**src/hw/rtl/mmwf_pkg.sv**
```systemverilog
`timescale 1ns / 1ps

package mmwf_pkg;

	// Pixel and window-row widths
	localparam int PIX_W = 8;
	localparam int ROW_W = 12;

	// Output queue
	localparam int FIFO_DEPTH = 4;
	localparam int FIFO_AW    = $clog2(FIFO_DEPTH);
	localparam int FIFO_CW    = $clog2(FIFO_DEPTH + 1);

	// Configuration register indexes
	localparam logic [2:0] REG_KERNEL   = 3'd0;
	localparam logic [2:0] REG_TAKE_MAX = 3'd1;
	localparam logic [2:0] REG_WIDTH    = 3'd2;
	localparam logic [2:0] REG_HEIGHT   = 3'd3;

	typedef logic [PIX_W-1:0] pix_t;

	// One column extreme as it travels along the chain
	typedef struct packed {
		logic             valid;
		logic [ROW_W-1:0] row;
		pix_t             value;
	} col_t;

	// One result item
	typedef struct packed {
		pix_t pixel;
		logic last;
	} res_t;

	function automatic pix_t pick(pix_t a, pix_t b, logic take_max);
		if (take_max) return (a > b) ? a : b;
		return (a < b) ? a : b;
	endfunction

	// Neutral value: never wins against a real pixel
	function automatic pix_t ident(logic take_max);
		return take_max ? '0 : '1;
	endfunction

endpackage

```
**src/hw/rtl/mmwf_out_fifo.sv**
```systemverilog
`timescale 1ns / 1ps

module mmwf_out_fifo (
	input  logic                          clk,
	input  logic                          arst_n,
	input  logic                          push,
	input  mmwf_pkg::res_t                push_data,
	output logic                          out_valid,
	input  logic                          out_ready,
	output mmwf_pkg::res_t                out_data,
	output logic [mmwf_pkg::FIFO_CW-1:0]  count
);
	import mmwf_pkg::*;

	res_t               data_q [FIFO_DEPTH];
	logic [FIFO_AW-1:0] wr_q;
	logic [FIFO_AW-1:0] rd_q;
	logic [FIFO_CW-1:0] count_q;
	logic               pop;

	assign out_valid = (count_q != '0);
	assign pop       = out_valid && out_ready;
	assign out_data  = data_q[rd_q];
	assign count     = count_q;

	// Pointers and fill level
	always_ff @(posedge clk or negedge arst_n) begin
		if (!arst_n) begin
			wr_q    <= '0;
			rd_q    <= '0;
			count_q <= '0;
		end else begin
			if (push) wr_q <= wr_q + FIFO_AW'(1);
			if (pop)  rd_q <= rd_q + FIFO_AW'(1);
			if (push && !pop)      count_q <= count_q + FIFO_CW'(1);
			else if (pop && !push) count_q <= count_q - FIFO_CW'(1);
		end
	end

	// Storage
	always_ff @(posedge clk) begin
		if (push) data_q[wr_q] <= push_data;
	end

	assert property (@(posedge clk) disable iff (!arst_n)
		push |-> (count_q < FIFO_CW'(FIFO_DEPTH)))
		else $error("output queue overrun");

endmodule

```
**config.mk**
```make
export PLATFORM = sky130hd
export DESIGN_NAME = mmwf_out_fifo
export DESIGN_NICKNAME = d
export VERILOG_FILES = /design/src/hw/rtl/mmwf_pkg.sv /design/src/hw/rtl/mmwf_out_fifo.sv
export SDC_FILE = /design/constraint.sdc
export NUM_CORES = 1
export LEC_CHECK = 0
export ABC_CLOCK_PERIOD_IN_PS = 5500
export BUFFER_PORTS_ARGS = -buffer_cell sky130_fd_sc_hd__buf_2
export CAP_MARGIN = 20
export CELL_PAD_IN_SITES_DETAIL_PLACEMENT = 1
export CELL_PAD_IN_SITES_GLOBAL_PLACEMENT = 1
export CORE_MARGIN = 2
export CORE_UTILIZATION = 38
export CTS_CLUSTER_DIAMETER = 120
export DETAILED_ROUTE_END_ITERATION = 12
export GPL_TIMING_DRIVEN = 0
export PLACE_DENSITY = 0.61
export SLEW_MARGIN = 15
export SYNTH_ARGS = -nofsm -noshare
export SYNTH_HDL_FRONTEND = slang
export SYNTH_SLANG_ARGS = --single-unit
```
**constraint.sdc**
```tcl
create_clock -name clk -period 5.5 [get_ports clk]
set_input_delay 0.55 -clock clk [delete_from_list [all_inputs] [get_ports clk]]
set_output_delay 0.55 -clock clk [all_outputs]
set_load 0.02 [all_outputs]
```
==> results.sh <==
export IMPL_synth_mux_area_fraction=0.128
export IMPL_ys_seq_area_frac=0.736
export IMPL_synth_top_family_by_area="multiplexers"
export IMPL_ant_nets=0
export IMPL_seq_power_share=0.445
export IMPL_clk_pin_slew_worst_paths_ns=0.08
export IMPL_crit_end="out_data[3]"
export IMPL_synth_distinct_cells=19
export IMPL_die_x_microns=71.0
export IMPL_clock_sinks=43
export IMPL_root_buffer="clkbuf_8"
export IMPL_post_route_util=0.457
export IMPL_dp_final_hpwl_microns=2000
export IMPL_dieArea_sq_um=5040
export IMPL_ios=26
export IMPL_num_rows=24
export IMPL_clock_latency_ns=0.28
export IMPL_dr_pass1_iters=4
export IMPL_netlist_top_cells_count="edfxtp_1, mux4_2, dfrtp_1"
export IMPL_synth_seq_cells=43
export IMPL_antenna_found_initial=0
export IMPL_critPathKind="reg2out"
export IMPL_grt_max_degree=14
export IMPL_leakage_uw=0.000741
export IMPL_fin_crit_ns=2.14
export IMPL_async_flop_share=0.163
export IMPL_yosys_area_top_type="edfxtp_1"
export IMPL_synth_ff_type="edfxtp_1"
export IMPL_timing_setup_tns_ns=0
export IMPL_cts_setup_buffers=0
export IMPL_synth_adder_area_share=0.0484
export IMPL_diodes=0
export IMPL_grt_usage=0.126
export IMPL_drt_wl_total_microns=2860
export IMPL_synth_compound_gate_area_share=0.00293
export IMPL_grt_first_pass_wirelength_microns=4580
export IMPL_drtIter0Drc=35
export IMPL_fin_crit_sh=0.389
export IMPL_synth_most_common_cell="edfxtp_1"
export IMPL_reg2reg_slack_ns=3.42
export IMPL_place_gp_congestion=0.654
export IMPL_syn_nets=99
export IMPL_intPower_uw=704
export IMPL_finalHoldViolCount=0
export IMPL_fp_dieH_microns=71.0
export IMPL_worst_pin_slew_ns=0.509
export IMPL_r2r_start="count[0]"
export IMPL_wire_per_inst_microns=17.3
export IMPL_drc=0
export IMPL_clkPwrFrac=0.190
export IMPL_synth_avg_cell_area_sq_um=21.3
export IMPL_fin_ws_ns=3.36
export IMPL_nNetsFinal=131
export IMPL_h_tree_depth=2
export IMPL_path_max_fanout=10
export IMPL_gr_total_overflow=0
export IMPL_finalMaxSlewViolations=0
export IMPL_power_density_nw_per_um2=533
export IMPL_vias=793
export IMPL_worstPathRequired_ns=4.95
export IMPL_rsz0062_at_grt="no"
export IMPL_coreArea_sq_um=4350
export IMPL_ys_top_cells_by_area="edfxtp_1, mux4_2, dfrtp_1"
export IMPL_max_cap_viol_count=0
export IMPL_synth_edff_count=36
export IMPL_multiInputGateArea_sq_um=423
export IMPL_syn_to_final_growth_pct=16.5
export IMPL_numCtsBuffers=5
export IMPL_nFillCells=416
export IMPL_ctsResizeCount=0
export IMPL_slew_headroom=0.660
export IMPL_crit_path_end_kind="output port"
export IMPL_setup_viol=0
export IMPL_r2r_worst_path_cells=8
export IMPL_outcome="completed"
export IMPL_synthesis_area_sq_um=1710
export IMPL_dpl_worst_slack_ns=3.40
export IMPL_cp_startpoint="rd_q[0]"
export IMPL_hold_path_class="in2async"
export IMPL_yosysWarnings=0
export IMPL_cts_tree="done"
export IMPL_clockBufferDepth=2
export IMPL_peakVddDrop_v=0.000191
export IMPL_clock_skew_ns=0.00838
export IMPL_combPwrFrac=0.365
export IMPL_postCtsHoldBufs=0
export IMPL_synth_top_area_share=0.633
export IMPL_grt_pass1_vias=905
export IMPL_initial_core_util=0.392
export IMPL_switching_share=0.335
export IMPL_register_area_sq_um=1260
export IMPL_cp_start_kind="flop"
export IMPL_via_per_inst=4.81
export IMPL_fmax_mhz=468
export IMPL_power_uw=1060
export IMPL_synth_simple_area_share=0.0381
export IMPL_syn_inst=80
export IMPL_p_switching_uw=355
export IMPL_r2r_end="count[2]"
export IMPL_drive_gt1_frac=0.407
export IMPL_portBuffers=25
export IMPL_worst_endpoint_arrival_ns=1.59
export IMPL_synthXorXnorAreaFrac=0.0308
-- power by group through the flow --
stage          Sequential [uW]  Combinational, uW  Clock (uW)
2_1_floorplan              485                269           0
3_3_place_gp               475                385           0
3_5_place_dp               481                398           0
4_1_cts                    473                398         208
5_1_grt                    480                421         224
6_report                   471                387         201
-- metal layers --
| metal | global-route usage | share of wire | wire length [microns] | up-vias |
|---|---|---|---|---|
| met3 | 0.0356 | 0.036 | 103 | 2 |
| met1 | 0.149 | 0.42 | 1200 | 404 |
| li1 | - | - | - | 372 |
| met4 | 0.0503 | 0.0084 | 24 | 0 |
| met5 | 0 | 0 | 0 | - |
| met2 | 0.218 | 0.54 | 1540 | 15 |
-- critical path: stages, from the launching register on --
cell	delay, ns
dfrtp_1	0.40
buf_6	0.21
mux4_2	0.52
buf_2	0.17
-- cell usage in the layout, fill, tap and decap left out --
cell type / count
and2_1: 4
buf_2: 26
buf_6: 1
clkbuf_1: 1
clkbuf_8: 6
clkinv_2: 1
dfrtp_1: 7
edfxtp_1: 36
fa_1: 1
ha_1: 5
inv_1: 3
mux2_2: 1
mux4_1: 1
mux4_2: 8
nand2_1: 1
nand2_4: 1
nand3_2: 1
nor2_1: 1
o21ai_0: 1
or3_4: 1
xnor2_1: 3
xor2_1: 3
-- sequential cells by signal (all words and copies together), names as in the netlist --
register  cells
count         3
data_q       36
rd_q          2
wr_q          2
-- area by class of cell --
cell class / instances / area share
sequential: 43 / 0.632
multi-input combinational: 32 / 0.213
timing repair buffer: 25 / 0.0629
clock buffer: 7 / 0.0434
tap: 52 / 0.0327
buffer: 2 / 0.00818
inverter: 3 / 0.00566
clock inverter: 1 / 0.00252
-- how the worst min path moves through the flow --
stage                 from        to  cells past startpoint
floorplan           arst_n  count[0]                      0
detailed placement  arst_n   rd_q[0]                      1
global route        arst_n  count[2]                      1
CTS                 arst_n   rd_q[0]                      1
global placement    arst_n   rd_q[0]                      1
finish              arst_n   rd_q[0]                      1
-- stage by stage --
| stage | hold slack (ns) | std cells | cell area [sq um] |
|---|---|---|---|
| 4_1_cts | 0.0856 | 165 | 1990 |
| 5_1_grt | 0.0841 | 165 | 1990 |
| 6_report | 0.0906 | 165 | 1990 |
| 3_3_place_gp | 0.394 | 157 | 1900 |
| 3_5_place_dp | 0.397 | 157 | 1900 |
| 2_1_floorplan | 0.254 | 80 | 1710 |
-- cells by family (layout without fill, tap and decap cells) --
family	after synthesis	count (layout)
buf+inv	5	38
mux	10	10
compound gates	1	1
flops	43	43
simple gates	9	9
fa+ha+maj	6	6
xor+xnor	6	6
(Power assumes the default switching activity.)
