$ cat config.mk
export PLATFORM = sky130hd
export DESIGN_NAME = mmwf_cell
export DESIGN_NICKNAME = d
export VERILOG_FILES = /design/src/hw/rtl/mmwf_pkg.sv /design/src/hw/rtl/mmwf_cell.sv
export SDC_FILE = /design/constraint.sdc
export NUM_CORES = 1
export LEC_CHECK = 0
export ABC_AREA = 1
export BUFFER_PORTS_ARGS = -buffer_cell sky130_fd_sc_hd__buf_2
export CORE_AREA = 5 5 54 56
export DETAILED_ROUTE_END_ITERATION = 8
export DIE_AREA = 0 0 59 61
export GPL_TIMING_DRIVEN = 1
export PLACE_DENSITY = 0.82
export SYNTH_ARGS = -nofsm -noshare
export SYNTH_HDL_FRONTEND = slang
export SYNTH_SLANG_ARGS = --single-unit
$ cat constraint.sdc
create_clock -name clk -period 1.9 [get_ports clk]
set_input_delay 0.095 -clock clk [delete_from_list [all_inputs] [get_ports clk]]
set_output_delay 0.095 -clock clk [all_outputs]
set_load 0.1 [all_outputs]
$ cat src/hw/rtl/mmwf_pkg.sv
`timescale 1ns / 1ps

package mmwf_pkg;

	// Pixel and window-row widths
	localparam int PIX_W = 8;
	localparam int ROW_W = 12;

	// Output queue
	localparam int FIFO_DEPTH = 4;
	localparam int FIFO_AW    = $clog2(FIFO_DEPTH);
	localparam int FIFO_CW    = $clog2(FIFO_DEPTH + 1);

	// Configuration register indexes
	localparam logic [2:0] REG_KERNEL   = 3'd0;
	localparam logic [2:0] REG_TAKE_MAX = 3'd1;
	localparam logic [2:0] REG_WIDTH    = 3'd2;
	localparam logic [2:0] REG_HEIGHT   = 3'd3;

	typedef logic [PIX_W-1:0] pix_t;

	// One column extreme as it travels along the chain
	typedef struct packed {
		logic             valid;
		logic [ROW_W-1:0] row;
		pix_t             value;
	} col_t;

	// One result item
	typedef struct packed {
		pix_t pixel;
		logic last;
	} res_t;

	function automatic pix_t pick(pix_t a, pix_t b, logic take_max);
		if (take_max) return (a > b) ? a : b;
		return (a < b) ? a : b;
	endfunction

	// Neutral value: never wins against a real pixel
	function automatic pix_t ident(logic take_max);
		return take_max ? '0 : '1;
	endfunction

endpackage

$ cat src/hw/rtl/mmwf_cell.sv
`timescale 1ns / 1ps

module mmwf_cell (
	input  logic                         clk,
	input  logic                         arst_n,
	input  logic                         shift,
	input  mmwf_pkg::col_t               din,
	output mmwf_pkg::col_t               dout,
	input  logic                         use_age,
	input  logic [mmwf_pkg::ROW_W-1:0]   ref_row,
	input  logic                         take_max,
	output mmwf_pkg::pix_t               contrib
);
	import mmwf_pkg::*;

	logic             valid_q;
	logic [ROW_W-1:0] row_q;
	pix_t             value_q;

	// Valid flag
	always_ff @(posedge clk or negedge arst_n) begin
		if (!arst_n) begin
			valid_q <= 1'b0;
		end else if (shift) begin
			valid_q <= din.valid;
		end
	end

	// Payload
	always_ff @(posedge clk) begin
		if (shift) begin
			row_q   <= din.row;
			value_q <= din.value;
		end
	end

	assign dout = '{valid: valid_q, row: row_q, value: value_q};

	// Take part only for a column of the same centre row inside the span
	assign contrib = (use_age && valid_q && (row_q == ref_row)) ? value_q : ident(take_max);

endmodule

==> results.json <==
{
  "run_status": "complete, but fails checks",
  "violations": "negative setup slack",
  "p_int_w": 0.0007817,
  "placedCellCount": 198,
  "insertedDiodeCount": 0,
  "setup_tns_ns": -0.5495,
  "crit_path_start_kind": "flop",
  "final_replace_weighted_congestion": 0.7366,
  "clk_latency_ns": 0.30,
  "synth_compound_area_frac": 0,
  "yosys-mux-area-fraction": 0.01121,
  "setup_ws_ns": -0.07210,
  "max_capacitance_violation_total": 0,
  "drt_pass1_iterations": 4,
  "synth_nets": 141,
  "worst-endpoint-arrival_ns": 1.88,
  "clk_pin_slew_worst_setup_hold_paths_ns": 0.12,
  "grt_pass1_wl_um": 5223,
  "drive_above_1_share": 0.4694,
  "grt_max_degree": 22,
  "cts_tree": "done",
  "num_io_pins": 67,
  "power.leakage_nw": 0.9388,
  "detail_route.iter0.violations": 19,
  "core-area_sq_mm": 0.002387,
  "number_of_global_route_vias_before_repair": 1165,
  "worst_hold_path_type": "input port to flop",
  "post_layout_nets": 235,
  "final-hold-violation-count": 0,
  "clock_tree.htree_level_count": 1,
  "tritoncts_buffers": 3,
  "yosysWarningCount": 0,
  "post_synth_inst_count": 103,
  "dieWidth_um": 59,
  "grt_use_total": 0.1961,
  "met1_grt_util": 0.1973,
  "power_switching_w": 0.0006021,
  "timing.fmax_mhz": 507.1,
  "antenna_violating_nets_post_route": 0,
  "routed_wirelength_um": 3339,
  "die_area_sq_mm": 0.003599,
  "yosys.area_share.adder": 0,
  "synth.yosys.seq_area_share": 0.6227,
  "netSwitchingFraction": 0.4351,
  "largest_family_of_logic_cells_by_synthesized_area": "simple AND/OR/NAND/NOR gates",
  "routedWlPerCell_um": 14.77,
  "ys_seq_elements": 21,
  "groute.layer.met2.usage": 0.4022,
  "post-route-min-period_ns": 1.972,
  "floorplan.initialDensity": 0.4209,
  "p_seq_frac": 0.414,
  "grt.overflow.total": 0,
  "post_synth_num_cell_types": 13,
  "avgSynthCellArea_sq_um": 9.755,
  "grtUsageMet3": 0.01915,
  "cp_data_required_time_ns": 1.80,
  "simple_gate_share_of_the_synthesized_area": 0.2702,
  "slew_violations": 0,
  "area_growth_syn_to_layout_pct": 89.66,
  "worst-slew-pin-transition_ns": 0.5047,
  "worst_setup_path_end_kind": "output port",
  "buffer_ports.inserted": 66,
  "timing.slew.headroom": 0.6658,
  "power.ir.vdd_worst_mv": 0.7173,
  "cts-root-to-sink-buffers": 2,
  "grt_antenna_before_repair": 0,
  "grt_busiest_layer": "met2",
  "final_instance_count_without_filler_cells": 226,
  "criticalPathCategory": "flop to output port",
  "dr_total_vias": 1048,
  "pwr-share-comb": 0.432,
  "worst-path-max-fanout": 8,
  "clock_power_share": 0.153,
  "setup-violations-final": 8,
  "yosys.area_share.xor_xnor": 0.01743,
  "fin_worst_skew_ns": 0,
  "rsz_0062_raised_after_global_routing": "yes",
  "period_share": 1.038,
  "placementRows": 18,
  "place_hpwl_um": 2354,
  "root_buffer": "sky130_fd_sc_hd__clkbuf_4",
  "mean_number_of_vias_per_cell": 4.637,
  "clock_sink_count": 21,
  "dieHeight_um": 61,
  "power_density_relative_to_cell_area_mw_per_mm2": 726.2,
  "route.detailed.drc": 0,
  "syn-cell-area_sq_mm": 0.001005
}
-- worst paths after layout --
path	from	end	slack, ns	cells after the start
min	din[20]	valid_q	0.03	2
max in group asynchronous	arst_n	valid_q	1.74	2
min in group asynchronous	arst_n	valid_q	0.08	2
max reg2reg	valid_q	valid_q	1.11	1
max	row_q[11]	contrib[2]	-0.07	9
min reg2reg	valid_q	valid_q	0.58	1
-- registers in the layout (all words and copies together) (netlist names) --
register,cells
row_q,12
valid_q,1
value_q,8
-- cell usage after synthesis, drive strengths merged --
master | count | area [sq um]
nand2 | 41 | 168.9
dfrtp | 1 | 25.02
nor2 | 9 | 57.56
buf | 1 | 7.510
edfxtp | 20 | 600.6
nand3 | 9 | 45.04
inv | 19 | 71.31
mux2 | 1 | 11.26
xnor2 | 2 | 17.52
-- kinds of logic after synthesis --
| kind of cell | Yosys count |
|---|---|
| xor+xnor | 2 |
| flops | 21 |
| mux | 1 |
| buf+inv | 20 |
| simple gates | 59 |
-- final cells by class --
cell class | instances | area (sq um)
repair buffers | 88 | 668.1
flip-flops and latches | 21 | 625.6
fillers | 149 | 481.7
multi-input cells | 64 | 476.7
inverters | 19 | 71.32
well taps | 30 | 37.54
clock buffers | 4 | 26.28
-- timing repair --
action                                 CTS  global route
gates resized for setup                  4             2
endpoints found under the hold margin   21             0
setup buffers                            0             1
pin swaps                                5             4
hold buffers                            21             0
setup endpoints to repair                8             8
cloned                                   2             0
-- stage by stage --
stage          hold WS [ns]  area [sq um]    util  total power (W)  setup slack [ns]
2_1_floorplan       -0.2006          1146       -        0.0009938           -0.1764
3_3_place_gp        -0.1304          1627  0.6813         0.001118            0.3095
3_5_place_dp        -0.1255          1627  0.6813         0.001130            0.2311
4_1_cts             0.03172          1896  0.7940         0.001375          -0.05263
5_1_grt             0.01796          1906  0.7982         0.001437           -0.1811
6_report            0.02688          1906  0.7982         0.001384          -0.07210
-- worst max-delay path, cell delays in order, from the launching register on --
cell	delay, ns
sky130_fd_sc_hd__edfxtp_1	0.42
sky130_fd_sc_hd__inv_2	0.09
sky130_fd_sc_hd__nor2_2	0.04
sky130_fd_sc_hd__nor2_1	0.11
sky130_fd_sc_hd__nand3_2	0.16
sky130_fd_sc_hd__nor2_4	0.21
sky130_fd_sc_hd__nand2_4	0.09
sky130_fd_sc_hd__nand2_8	0.21
sky130_fd_sc_hd__nand2_8	0.07
sky130_fd_sc_hd__buf_12	0.17
-- routing by layer --
| layer | vias to the layer above | wire, um |
|---|---|---|
| li1 | 508 | - |
| met3 | 8 | 126 |
| met2 | 31 | 2043 |
| met4 | 0 | 83 |
| met5 | - | 0 |
| met1 | 501 | 1086 |
-- cell usage in the layout, fill, tap and decap left out --
master,Yosys,routed
sky130_fd_sc_hd__mux2_2,1,1
sky130_fd_sc_hd__nor2_1,7,4
sky130_fd_sc_hd__buf_12,0,8
sky130_fd_sc_hd__nor2_4,1,2
sky130_fd_sc_hd__nor2_2,0,4
sky130_fd_sc_hd__clkbuf_1,0,1
sky130_fd_sc_hd__buf_4,1,1
sky130_fd_sc_hd__inv_1,18,17
sky130_fd_sc_hd__nand3_1,9,8
sky130_fd_sc_hd__nand2_4,2,2
sky130_fd_sc_hd__nand2_8,0,9
sky130_fd_sc_hd__xnor2_1,2,2
sky130_fd_sc_hd__inv_2,1,2
sky130_fd_sc_hd__dlygate4sd3_1,0,21
sky130_fd_sc_hd__nor2_8,1,1
sky130_fd_sc_hd__dfrtp_1,1,1
sky130_fd_sc_hd__clkbuf_4,0,3
sky130_fd_sc_hd__edfxtp_1,20,20
sky130_fd_sc_hd__nand2_1,39,30
sky130_fd_sc_hd__nand3_2,0,1
sky130_fd_sc_hd__buf_2,0,58
-- power groups by stage --
stage               clock [W]  sequential, W  combinational [W]
finish               0.000212       0.000574           0.000598
global route         0.000239       0.000578           0.000620
CTS                  0.000211       0.000572           0.000592
detailed placement          0       0.000582           0.000548
global placement            0       0.000579           0.000539
floorplan                   0       0.000828           0.000166
No activity file was read; power rests on OpenSTA's default activity.
