`src/hw/rtl/mmwf_pkg.sv`:
```
`timescale 1ns / 1ps

package mmwf_pkg;

	// Pixel and window-row widths
	localparam int PIX_W = 8;
	localparam int ROW_W = 12;

	// Output queue
	localparam int FIFO_DEPTH = 4;
	localparam int FIFO_AW    = $clog2(FIFO_DEPTH);
	localparam int FIFO_CW    = $clog2(FIFO_DEPTH + 1);

	// Configuration register indexes
	localparam logic [2:0] REG_KERNEL   = 3'd0;
	localparam logic [2:0] REG_TAKE_MAX = 3'd1;
	localparam logic [2:0] REG_WIDTH    = 3'd2;
	localparam logic [2:0] REG_HEIGHT   = 3'd3;

	typedef logic [PIX_W-1:0] pix_t;

	// One column extreme as it travels along the chain
	typedef struct packed {
		logic             valid;
		logic [ROW_W-1:0] row;
		pix_t             value;
	} col_t;

	// One result item
	typedef struct packed {
		pix_t pixel;
		logic last;
	} res_t;

	function automatic pix_t pick(pix_t a, pix_t b, logic take_max);
		if (take_max) return (a > b) ? a : b;
		return (a < b) ? a : b;
	endfunction

	// Neutral value: never wins against a real pixel
	function automatic pix_t ident(logic take_max);
		return take_max ? '0 : '1;
	endfunction

endpackage

```
`src/hw/rtl/mmwf_reduce.sv`:
```
`timescale 1ns / 1ps

module mmwf_reduce #(
	parameter int N = 15
) (
	input  logic           take_max,
	input  mmwf_pkg::pix_t din [N],
	output mmwf_pkg::pix_t dout
);
	import mmwf_pkg::*;

	localparam int P = 2 ** $clog2(N);

	pix_t tree [2*P-1];

	// Balanced min/max tree, leaves padded with the neutral value
	always_comb begin
		for (int i = 0; i < P; i++) begin
			if (i < N) tree[P-1+i] = din[i];
			else       tree[P-1+i] = ident(take_max);
		end
		for (int i = P - 2; i >= 0; i--) begin
			tree[i] = pick(tree[2*i+1], tree[2*i+2], take_max);
		end
	end

	assign dout = tree[0];

endmodule

```
`config.mk`:
```
export PLATFORM = sky130hd
export DESIGN_NAME = mmwf_reduce
export DESIGN_NICKNAME = d
export VERILOG_FILES = /design/src/hw/rtl/mmwf_pkg.sv /design/src/hw/rtl/mmwf_reduce.sv
export SDC_FILE = /design/constraint.sdc
export NUM_CORES = 1
export LEC_CHECK = 0
export ABC_AREA = 1
export BUFFER_PORTS_ARGS = -buffer_cell sky130_fd_sc_hd__buf_2
export CORE_MARGIN = 2
export CORE_UTILIZATION = 48
export DETAILED_ROUTE_END_ITERATION = 10
export PLACE_DENSITY = 0.73
export SYNTH_ARGS = -nofsm -noshare
export SYNTH_HDL_FRONTEND = slang
export SYNTH_SLANG_ARGS = --single-unit
```
`constraint.sdc`:
```
create_clock -name vclk -period 12.7
set_input_delay 3.81 -clock vclk [all_inputs]
set_output_delay 3.81 -clock vclk [all_outputs]
set_load 0.05 [all_outputs]
```
==> flow_summary.yaml, run 1 <==
run_status:
  outcome: "aborted with a tool error"
  lastStage: "global routing (5_1_grt)"
  error: "[ERROR GRT-0116] Global routing finished with congestion. Check the congestion regions in the DRC Viewer."
synth:
  synth_area_leaders: "ha_1, nand2_1, nand3_1"
  synth_top_area_share_pct: 22.0
  synth_compound_area_share_pct: 19.7
  yosysUniqueCellTypes: 43
  synth-xor-area-share_pct: 0
  synth.area.mux_share_pct: 0
  synth_area_leader_cell: "ha_1"
  syn-num-nets: 1482
  synth_top_family_by_area: "simple AND/OR/NAND/NOR gates"
  yosys.area_share.simple_pct: 44.7
  avgSynthCellArea_sq_um: 5.50
  syn_inst: 1241
  synth_fa_ha_area_share_pct: 22.0
  yosysSeqAreaShare_pct: 0
  ys_warn_count: 0
  synth_area_sq_um: 6830
placement:
  finalWeightedCongestion: 1.03
  place_hpwl_mm: 19.9
  numPortBuffers: 129
  dp.cells: 1911
  preCtsSetupSlack_ns: -0.901
floorplan:
  placementRows: 43
  die_h_um: 123
  start_util_pct: 49.2
  dieWidth_um: 123
  pin_count: 129
grt:
  grt_max_degree: 44
  grt_pass1_wl_mm: 75.2
  grt_pass1_vias: 14193
  overflow: 1
  grtUsageTotal_pct: 65.0
clock_tree:
  hold_buffers: 0
[kinds of logic after synthesis]
group / Yosys count
fa+ha+maj: 120
buf+inv: 224
compound gates: 230
simple gates: 667
[what timing repair did]
item / 4_1_cts
gates cloned: 5
pin swaps: 130
setup buffers: 95
gates resized for setup: 227
endpoints found under the setup margin: 8
[per-stage QoR]
step           setup TNS (ns)  utilization, %  area (sq um)
3_5_place_dp            -6.95            77.1         10700
2_1_floorplan         -0.0143               -          7050
4_1_cts                 -2.45            89.7         12400
3_3_place_gp            -5.11            77.1         10700
[metal layers]
metal,GRT usage [%],overflow
met3,48.2,0
met4,61.2,1
met1,65.1,0
met2,83.2,0
met5,24.0,0
[cell usage after synthesis (all sizes together) (2+ instances only)]
library cell,instances
nand2,390
nand3,196
inv,190
ha,120
a21oi,102
o21ai,69
nor2,41
buf,31
o211ai,22
nand4,15
and2,13
o21a,11
a31oi,9
o31ai,8
or2,6
a21o,3
clkbuf,3
nand3b,3
a211oi,2
a21boi,2
nor3,2
==> run 2, diff against run 1 <==
--- a/config.mk
+++ b/config.mk
@@ -8,9 +8,9 @@
 export ABC_AREA = 1
 export BUFFER_PORTS_ARGS = -buffer_cell sky130_fd_sc_hd__buf_2
 export CORE_MARGIN = 2
-export CORE_UTILIZATION = 48
+export CORE_UTILIZATION = 33
 export DETAILED_ROUTE_END_ITERATION = 10
-export PLACE_DENSITY = 0.73
+export PLACE_DENSITY_LB_ADDON = 0.15
 export SYNTH_ARGS = -nofsm -noshare
 export SYNTH_HDL_FRONTEND = slang
 export SYNTH_SLANG_ARGS = --single-unit
==> constraint.sdc (replaced) <==
create_clock -name vclk -period 16.5
set_input_delay 4.95 -clock vclk [all_inputs]
set_output_delay 4.95 -clock vclk [all_outputs]
set_load 0.05 [all_outputs]
==> run 2 against run 1 <==
The run now ends clean. Area after synthesis did not move. Synthesized cell count did not move.
==> flow_summary.yaml, run 2 <==
run_status:
  outcome: "finished clean"
placement:
  place_hpwl_mm: 17.8
  numPortBuffers: 129
  preCtsSetupSlack_ns: -0.0275
  finalWeightedCongestion: 0.864
cells_and_area:
  layout_common_cells: "nand2_1, nand3_1, inv_1"
  nNetsFinal: 1611
  final_common_cell: "nand2_1"
  drive_above_1_share_pct: 18.3
  fill_cells: 2335
  seq_area_sq_um: 0
  seq_cells: 0
  area_delta_synth_final_pct: 16.9
  nClkBuffers: 0
  diodes: 0
critical_path:
  cpPeakStageDelay_ns: 0.34
  path_common_cell: "nand2_1"
  cp_top_family: "simple AND/OR/NAND/NOR gates"
  crit_buf_inv: 9
  required_ns: 11.55
  start_kind: "input port"
  crit_slowest_cell: "ha_1"
  cp_max_fo: 16
  critPathKind: "in2out"
  critPathCaptureType: "output port"
  worst_ep_arrival_time_ns: 11.04
  startpoint: "din[95]"
detailed_routing:
  num_vias: 8118
  routed_wirelength_mm: 21.2
  wl_per_cell_um: 13.0
  viasPerCell: 4.96
  postRouteAntennaNets: 0
  drc_errors: 0
  drt_iter0_markers: 457
  first_pass_iters: 5
synth:
  ys_warn_count: 0
  synth_area_leaders: "ha_1, nand2_1, nand3_1"
  synth_top_area_share_pct: 22.0
  syn_inst: 1241
  synth_area_sq_um: 6830
  yosys-top-cells-count: "nand2_1, nand3_1, inv_1, ha_1, a21oi_1"
  avgSynthCellArea_sq_um: 5.50
  yosysSeqAreaShare_pct: 0
  yosysMostFrequentCell: "nand2_1"
  yosysUniqueCellTypes: 43
  synth_area_leader_cell: "ha_1"
  syn-num-nets: 1482
sta:
  period_share_pct: 96.9
  setup_viol: 0
  hold_viol_final: 0
  fmax_ghz: 0.0625
  tns_ns: 0
  tightest_slew_ns: 0.756
  slew_viol_final: 0
  fin_ws_ns: 0.510
  slew_headroom_pct: 49.6
  min_period_ns: 15.99
  rsz0062_at_grt: "yes"
grt:
  grt_pass1_vias: 7557
  grtUsageTotal_pct: 18.7
  overflow: 0
  antenna_found_initial: 0
  grt_pass1_wl_mm: 35.2
  grt_max_degree: 86
worst_hold_path:
  whs_path_depth: 6
  hold-path-endpoint: "dout[5]"
  hp-start: "din[5]"
  hold_path_class: "in2out"
floorplan:
  start_util_pct: 33.7
  core_area_sq_um: 20200
  dieWidth_um: 148
  die_h_um: 148
  dieArea_sq_um: 21800
  pin_count: 129
  placementRows: 52
run:
  drv_cap: 0
pwr:
  leakage_nw: 4.60
  p_int_w: 0.000287
  clkPwrFrac_pct: 0
  p_seq_share_pct: 0
  swShare_pct: 65.6
  p_switching_w: 0.000548
  combPwrFrac_pct: 100.0
  ir_drop_mv: 0.0732
  power.density_nw_per_um2: 105
## run 2: cell counts after synthesis
No cell type changed its count.
## run 2: per-layer routing
layer / up-vias / wire, um / GRT usage (%)
met3: 6 / 776 / 0.340
li1: 4397 / - / -
met1: 3545 / 10800 / 27.4
met4: 0 / 110 / 0.905
met2: 170 / 9530 / 32.4
met5: - / 0 / 0
## run 2: area by class of cell
class                           count  area [sq um]  area share (%)
Tap cell                          270           338            4.24
Timing Repair inverter              1          5.00          0.0627
Multi-Input combinational cell   1018          6000            75.3
Timing Repair Buffer              159           905            11.3
Inverter                          190           724            9.08
## run 2: what timing repair did
item	in CTS	in global routing
buffers inserted	0	15
gates resized for setup	1	33
endpoints found under the setup margin	7	8
hold buffers	0	0
cloned	0	2
pin swaps	0	5
## run 2: logic make-up (layout without fill, tap and decap cells)
kind of cell    after synthesis  count (layout)  share of synthesized area (%)
simple gates                667             667                           44.7
compound gates              230             231                           19.7
buf+inv                     224             350                           13.6
fa+ha+maj                   120             120                           22.0
## run 2: worst max-delay path by stage
stage | to | cells past startpoint
finish | dout[4] | 42
global route | dout[7] | 46
CTS | dout[7] | 43
detailed placement | dout[7] | 43
global placement | dout[7] | 43
floorplan | dout[6] | 43
## run 2: power groups by stage
stage	combinational [W]	sequential [W]	clock (W)
after floorplan	0.000569	0	0
after global placement	0.000771	0	0
after detailed placement	0.000768	0	0
after CTS	0.000772	0	0
after global routing	0.000935	0	0
final	0.000835	0	0
## run 2: through the flow
step | hold WS, ns | area, sq um | total power (W) | utilization (%) | cells
6_report | 10.66 | 7980 | 0.000835 | 39.4 | 1638
3_5_place_dp | 10.70 | 7720 | 0.000768 | 38.2 | 1621
3_3_place_gp | 10.68 | 7720 | 0.000771 | 38.2 | 1621
4_1_cts | 10.70 | 7720 | 0.000772 | 38.2 | 1621
2_1_floorplan | 10.49 | 6830 | 0.000569 | - | 1241
5_1_grt | 10.70 | 7980 | 0.000935 | 39.4 | 1638
(Power assumes the default switching activity.)
